[config.mk]
export PLATFORM = sky130hd
export DESIGN_NAME = qau_sqrt
export DESIGN_NICKNAME = d
export VERILOG_FILES = /design/src/hw/rtl/qau_pkg.sv /design/src/hw/rtl/qau_sqrt.sv
export SDC_FILE = /design/constraint.sdc
export NUM_CORES = 2
export LEC_CHECK = 0
export BUFFER_PORTS_ARGS = -buffer_cell sky130_fd_sc_hd__buf_2
export CORE_AREA = 10 10 486 488
export CTS_CLUSTER_DIAMETER = 30
export DETAILED_ROUTE_END_ITERATION = 12
export DIE_AREA = 0 0 496 498
export PLACE_DENSITY = 0.64
export RECOVER_POWER = 100
export SYNTH_ARGS = -nofsm -noshare
export SYNTH_HDL_FRONTEND = slang
export SYNTH_SLANG_ARGS = --single-unit
[constraint.sdc]
create_clock -name clk_i -period 3.6 [get_ports clk_i]
set_clock_uncertainty 0.2 [all_clocks]
set_input_delay 0 -clock clk_i [delete_from_list [all_inputs] [get_ports clk_i]]
set_output_delay 0 -clock clk_i [all_outputs]
set_load 0.03 [all_outputs]
[src/hw/rtl/qau_pkg.sv]
// qau_pkg: shared types, opcodes, pipeline depths and saturation helper
// for the quaternion arithmetic unit; depends on nothing else
`timescale 1ns / 1ps

package qau_pkg;

  localparam int unsigned FRAC_BITS_DEF = 16;
  localparam int unsigned N_LANES       = 4;
  localparam int unsigned N_PROD        = 16;

  // square root: 32 digit steps plus rounding register
  localparam int unsigned SQRT_LAT    = 33;
  // divider: setup register plus 32 quotient steps
  localparam int unsigned DIV_LAT     = 33;
  // accept edge to the edge that takes the result beat
  localparam int unsigned QAU_LATENCY = 4 + SQRT_LAT + DIV_LAT + 1;

  // product slots that are subtracted in the hamilton lane sums
  localparam logic [N_PROD-1:0] HAM_NEG = 16'hE888;

  typedef enum logic [2:0] {
    OP_ADD,
    OP_SCALE,
    OP_MUL,
    OP_NEG,
    OP_NORM,
    OP_INV,
    OP_LEN,
    OP_MAT
  } opcode_e;

  typedef enum logic [1:0] {
    ROW_X,
    ROW_Y,
    ROW_Z,
    ROW_W
  } row_e;

  // per-item control and lane data that travels beside the arithmetic
  typedef struct packed {
    logic                valid;
    opcode_e             op;
    logic                zero;
    logic [3:0]          neg;
    logic [3:0][31:0]    mag;
    logic [3:0][31:0]    res;
  } side_t;

  // clamp a wide signed value to the signed 32-bit range
  function automatic logic [31:0] sat32(input logic signed [67:0] v);
    logic [31:0] r;
    if (v > 68'sd2147483647) begin
      r = 32'h7fff_ffff;
    end else if (v < -68'sd2147483648) begin
      r = 32'h8000_0000;
    end else begin
      r = v[31:0];
    end
    return r;
  endfunction

endpackage

[src/hw/rtl/qau_sqrt.sv]
// qau_sqrt: pipelined 64-bit integer square root, rounded to nearest,
// one digit step per stage; uses qau_pkg for the pipeline depth
`timescale 1ns / 1ps

module qau_sqrt (
  input  logic        clk_i,
  input  logic [63:0] n_i,
  output logic [32:0] root_o
);
  import qau_pkg::*;

  localparam int unsigned STEPS = SQRT_LAT - 1;

  logic [63:0] rem_q [1:STEPS];
  logic [63:0] res_q [1:STEPS];
  logic [32:0] root_q;

  // one result bit per stage
  for (genvar k = 0; k < STEPS; k++) begin : g_step
    localparam logic [63:0] BIT = 64'd1 << (62 - 2 * k);
    logic [63:0] n_cur;
    logic [63:0] r_cur;
    logic [63:0] trial;

    if (k == 0) begin : g_first
      assign n_cur = n_i;
      assign r_cur = '0;
    end else begin : g_next
      assign n_cur = rem_q[k];
      assign r_cur = res_q[k];
    end

    assign trial = r_cur + BIT;

    always_ff @(posedge clk_i) begin
      if (n_cur >= trial) begin
        rem_q[k+1] <= n_cur - trial;
        res_q[k+1] <= (r_cur >> 1) + BIT;
      end else begin
        rem_q[k+1] <= n_cur;
        res_q[k+1] <= r_cur >> 1;
      end
    end
  end

  // round to nearest from the final remainder
  always_ff @(posedge clk_i) begin
    root_q <= 33'(res_q[STEPS]) + 33'(rem_q[STEPS] > res_q[STEPS]);
  end

  assign root_o = root_q;

endmodule

# == Word level (Yosys, flattened, before mapping) ==
# Memory sizes are Yosys's and may differ from the RTL's.
# Cells that the tools add are included.
# classes
n_lt_le_gt_ge,33
mux,160
add_sub_neg,95
bitwise,64
# ops
op,count
$mux W64,64
$ge A64 B64 Y1,31
$sub A64 B64 Y64,31
$mux W1,96
$add A63 B1 Y64 const B,1
$add A63 B11 Y64 const B,1
$add A63 B13 Y64 const B,1
$add A63 B15 Y64 const B,1
$add A63 B17 Y64 const B,1
$add A63 B19 Y64 const B,1
$add A63 B21 Y64 const B,1
$add A63 B23 Y64 const B,1
$add A63 B25 Y64 const B,1
$add A63 B27 Y64 const B,1
$add A63 B29 Y64 const B,1
$add A63 B3 Y64 const B,1
$add A63 B31 Y64 const B,1
$add A63 B33 Y64 const B,1
$add A63 B35 Y64 const B,1
$add A63 B37 Y64 const B,1
$add A63 B39 Y64 const B,1
$add A63 B41 Y64 const B,1
$add A63 B43 Y64 const B,1
$add A63 B45 Y64 const B,1
47 further kinds,110
# word_totals
n_memories,2
reg_bits,33
elab_cells,355
mem_bits_rw,4096
in_bits,65
output_inout_bits,33
# mem_list
name,words,word_bits,rd,rd_clocked_by_memory_dff,write_ports,line_no,source
rem_q,32,64,32,0,32,qau_sqrt.sv:14,logic [63:0] rem_q [1:STEPS];
res_q,32,64,32,0,32,qau_sqrt.sv:15,logic [63:0] res_q [1:STEPS];

# == Depth between registers and ports, before layout ==
# An unclocked memory read counts as a cell.
# logic_depth
depth_word,6
depth_mapped,19
ltp_nobuf,19

# == Worst setup path before layout ==
# OpenSTA, ideal clock, no wires.
# synth_path
path_kind,register -> register
start,"register, netlist name res_q[0][2057]"
end,register root_q[30] (netlist: root_o[30])
arrival_ns,3.413
slack_ns,-0.133
path_stages_with_launch,20
path_cell_list,dfxtp_1 -> inv_1 -> ha_1 -> a21o_1 -> a21o_1 -> a21o_1 -> a21o_1 -> a21o_1 -> a21o_1 -> a21oi_1 -> o21ai_0 -> a211o_1 -> ha_1 -> ha_1 -> and3_1 -> nor2b_1 -> and2_1 -> nand3_1 -> nor3_1 -> xnor2_1
# synth_lines
element,line_no,source
to (signal assigned),qau_sqrt.sv:48,root_q <= 33'(res_q[STEPS]) + 33'(rem_q[STEPS] > res_q[STEPS]);
to (decl),qau_sqrt.sv:16,logic [32:0] root_q;

==> summary.json <==
{
  "status": {"value": "finished with violations"},
  "failing_checks": {"value": "negative setup slack"},
  "clock_latency": {"value": 0.97, "unit": "ns"},
  "grt_pass1_wl": {"value": 462, "unit": "mm"},
  "portBuffers": {"value": 97},
  "path_delay_family": {"value": "buffers and inverters"},
  "met1_length": {"value": 117, "unit": "mm"},
  "metal3_wl": {"value": 15.1, "unit": "mm"},
  "slew_headroom": {"value": 35.0, "unit": "%"},
  "numCtsBuffers": {"value": 432},
  "htree_levels": {"value": 5},
  "fin_tns_setup": {"value": -0.0661, "unit": "ns"},
  "synth_cells": {"value": 10300},
  "wl_met2": {"value": 154, "unit": "mm"},
  "gp_routability_congestion": {"value": 0.970},
  "yosysWarningCount": {"value": 0},
  "most_frequent_standard_cell_in_the_layout_excluding_fill_and_tap_cells": {"value": "dfxtp_1"},
  "power.ir.vdd_worst": {"value": 0.609, "unit": "mV"},
  "slowest_library_cell_on_the_worst_path": {"value": "dlygate4sd3_1"},
  "timing.critical_path.mode_cell": {"value": "dlygate4sd3_1"},
  "synth_compound_area_share": {"value": 12.1, "unit": "%"},
  "chipWidth": {"value": 496, "unit": "µm"},
  "part_of_the_yosys_area_used_for_sequential_elements": {"value": 51.5, "unit": "%"},
  "number_of_global_route_vias_before_repair": {"value": 80500},
  "static-leakage-power": {"value": 58.7, "unit": "nW"},
  "final_max_slew_viol_count": {"value": 0},
  "fin_total_pwr": {"value": 109, "unit": "mW"},
  "final.hold.worst_slack": {"value": 0.0864, "unit": "ns"},
  "timing.max_cap.violations": {"value": 0},
  "drt_first_pass_iters": {"value": 6},
  "routed.top_layer": {"value": "met5"},
  "pin_count": {"value": 98},
  "clock-root-buffer": {"value": "clkbuf_16"},
  "period_needed": {"value": 3.67, "unit": "ns"},
  "post_synth_mux_area_share": {"value": 1.26, "unit": "%"},
  "die_height": {"value": 498, "unit": "µm"},
  "synth_async_sr_flop_share": {"value": 0, "unit": "%"},
  "grt_remaining_overflow": {"value": 0},
  "share_of_post_route_cells_with_drive_strength_above_1": {"value": 14.9, "unit": "%"},
  "finish.net_count": {"value": 12100},
  "min_path_type": {"value": "input pin to flop"},
  "drt-vias-per-instance": {"value": 5.37},
  "grt_start_max_net_pins": {"value": 48},
  "antenna_left": {"value": 0},
  "crit_chain": {"value": "dlygate4sd3_1, dlygate4sd3_1, buf_2, dlygate4sd3_1, nor4_1, nand4_1, o41ai_4, nor2_1, dlygate4sd3_1, a21oi_1, dlygate4sd3_1"},
  "tightestPinTransition": {"value": 0.966, "unit": "ns"},
  "largest_family_of_logic_cells_by_synthesized_area": {"value": "simple AND/OR/NAND/NOR gates"},
  "mappedNetlistArea": {"value": 101000, "unit": "µm²"},
  "buffers_and_inverters_on_the_worst_path": {"value": 6},
  "nFillCells": {"value": 19400},
  "yosys.area_share.adder": {"value": 7.33, "unit": "%"},
  "yosys_register_bits": {"value": 2609},
  "post_synth_and_or_nand_nor_area_fraction": {"value": 15.8, "unit": "%"},
  "postLayoutSetupSlackWorst": {"value": -0.0661, "unit": "ns"},
  "tritoncts_clock_tree": {"value": "done"},
  "cp_data_required_time": {"value": 4.33, "unit": "ns"},
  "synthFlopType": {"value": "dfxtp_1"},
  "grt_setup_unrepaired": {"value": "true"},
  "floorplan.initialDensity": {"value": 44.8, "unit": "%"},
  "postSynthAreaPerCell": {"value": 9.83, "unit": "µm²"},
  "post_synth_xor_area_fraction": {"value": 8.46, "unit": "%"},
  "cts.sink_count": {"value": 2609},
  "crit_arrival": {"value": 4.40, "unit": "ns"},
  "timing_worst_setup_path_type": {"value": "input pin to flop"},
  "setup_violations": {"value": 1},
  "final_worst_path_cycle_share": {"value": 102, "unit": "%"},
  "drtIter0Drc": {"value": 5347},
  "synth_enable_flop_cells": {"value": 0},
  "synthToLayoutAreaGrowth": {"value": 25.5, "unit": "%"},
  "vias": {"value": 79600},
  "hold_viol": {"value": 0},
  "dp_hpwl": {"value": 234, "unit": "mm"},
  "slowest_delay": {"value": 0.60, "unit": "ns"},
  "track_usage": {"value": 23.7, "unit": "%"},
  "std_cell_rows": {"value": 175},
  "yosysUniqueCellTypes": {"value": 87},
  "pwr_density_cell": {"value": 860, "unit": "nW/µm²"},
  "crit_path_launch_type": {"value": "input pin"},
  "antenna_violations_before_repair": {"value": 14},
  "clkTransAtPathRegs": {"value": 0.06, "unit": "ns"},
  "final_cell_mix": {"value": "dfxtp_1 (2604), nor2_1 (799), inv_1 (729)"},
  "ctsLongestPathBuffers": {"value": 4},
  "drt_drc_violations_left": {"value": 0},
  "peak_clock_frequency_supported_by_timing": {"value": 0.273, "unit": "GHz"},
  "syn_nets": {"value": 11000},
  "core_box_area": {"value": 226000, "unit": "µm²"},
  "kind_of_end_point_of_the_critical_path": {"value": "flop"},
  "cp_max_fo": {"value": 4},
  "average_routed_wire_per_standard_cell": {"value": 20.6, "unit": "µm"},
  "total_routed_length": {"value": 306, "unit": "mm"},
  "die_area": {"value": 247000, "unit": "µm²"}
}
metal layers:
layer / GRT usage, % / up-vias
met3: 4.00 / 839
met1: 26.1 / 37700
li1: - / 38600
met2: 42.8 / 2416
met5: 0 / -
met4: 13.4 / 4
Yosys cell counts (all sizes together) (102+ instances only):
cell type	n	area share, %
inv	732	2.7
nor3	287	1.4
ha	594	7.3
dfxtp	2609	52
clkbuf	187	0.69
o21ai	353	1.7
a21oi	726	3.6
nand4	201	1.2
nand3	206	1.0
xnor2	584	5.0
a21o	248	1.8
mux2	109	1.2
nand2	556	2.1
o21a	102	0.76
or3	109	0.67
nand2b	124	0.77
xor2	395	3.4
nor2	803	3.0
nor4	352	2.2
cell type report:
class / instances / area (µm²) / share of cell area [%]
multi-input cells: 6765 / 46500 / 36.5
inverters: 733 / 2750 / 2.16
clock buffers: 505 / 11600 / 9.14
well taps: 3009 / 3760 / 2.96
diodes: 12 / 30.0 / 0.0236
clock inverters: 282 / 3320 / 2.61
repair buffers: 903 / 7020 / 5.52
flip-flops and latches: 2609 / 52200 / 41.1
path summary, 6_finish.rpt:
check,slack (ns),end,startpoint,depth (start not counted)
max reg2reg,0.03,rem_q[9][51]$_DFF_P_,res_q[0][1128]$_DFF_P_,14
min reg2reg,0.11,rem_q[8][28]$_DFF_P_,rem_q[7][92]$_DFF_P_,0
max,-0.07,rem_q[0][127]$_DFF_P_,n_i[51],11
min,0.09,rem_q[0][101]$_DFF_P_,n_i[37],3
sequential cells by signal, summed over array words and instances (netlist names):
| register | cells |
|---|---|
| rem_q | 2048 |
| res_q | 528 |
| root_o | 33 |
per-stage QoR:
| stage | util (%) | std cells | area, µm² | worst slack (ns) |
|---|---|---|---|---|
| after floorplan | - | 10300 | 101000 | -0.0187 |
| after global placement | 48.4 | 13800 | 110000 | -0.241 |
| after detailed placement | 48.4 | 13800 | 110000 | -0.257 |
| after CTS | 55.9 | 14800 | 127000 | 0.000156 |
| after global routing | 56.2 | 14800 | 127000 | -0.117 |
| final | 56.2 | 14800 | 127000 | -0.0661 |
timing repair:
| action | CTS | global route |
|---|---|---|
| hold buffers | 179 | 0 |
| resized for setup | 31 | 159 |
| buffers inserted | 0 | 9 |
| cloned | 0 | 5 |
| pin swaps | 2 | 43 |
| hold endpoints to repair | 65 | 0 |
| setup endpoints to repair | 102 | 274 |
cells by family after synthesis:
kind of cell               after synthesis
xor gates and xnor gates               979
AOI/OAI and AO/OA                     1955
adders and majority gates              594
muxes                                  114
and+or+nand+nor                       3120
buffers and inverters                  945
DFF                                   2609
tightest hold or removal path, delay by kind of cell:
kind | cells | cell delay [ns]
buffers and inverters | 3 | 1.24
where the power goes:
group,internal [mW],switching [mW]
Sequential,35.6,6.78
Clock,26.3,15.1
Combinational,11.7,14.0
Total,73.6,35.8
(Power assumes the default switching activity.)
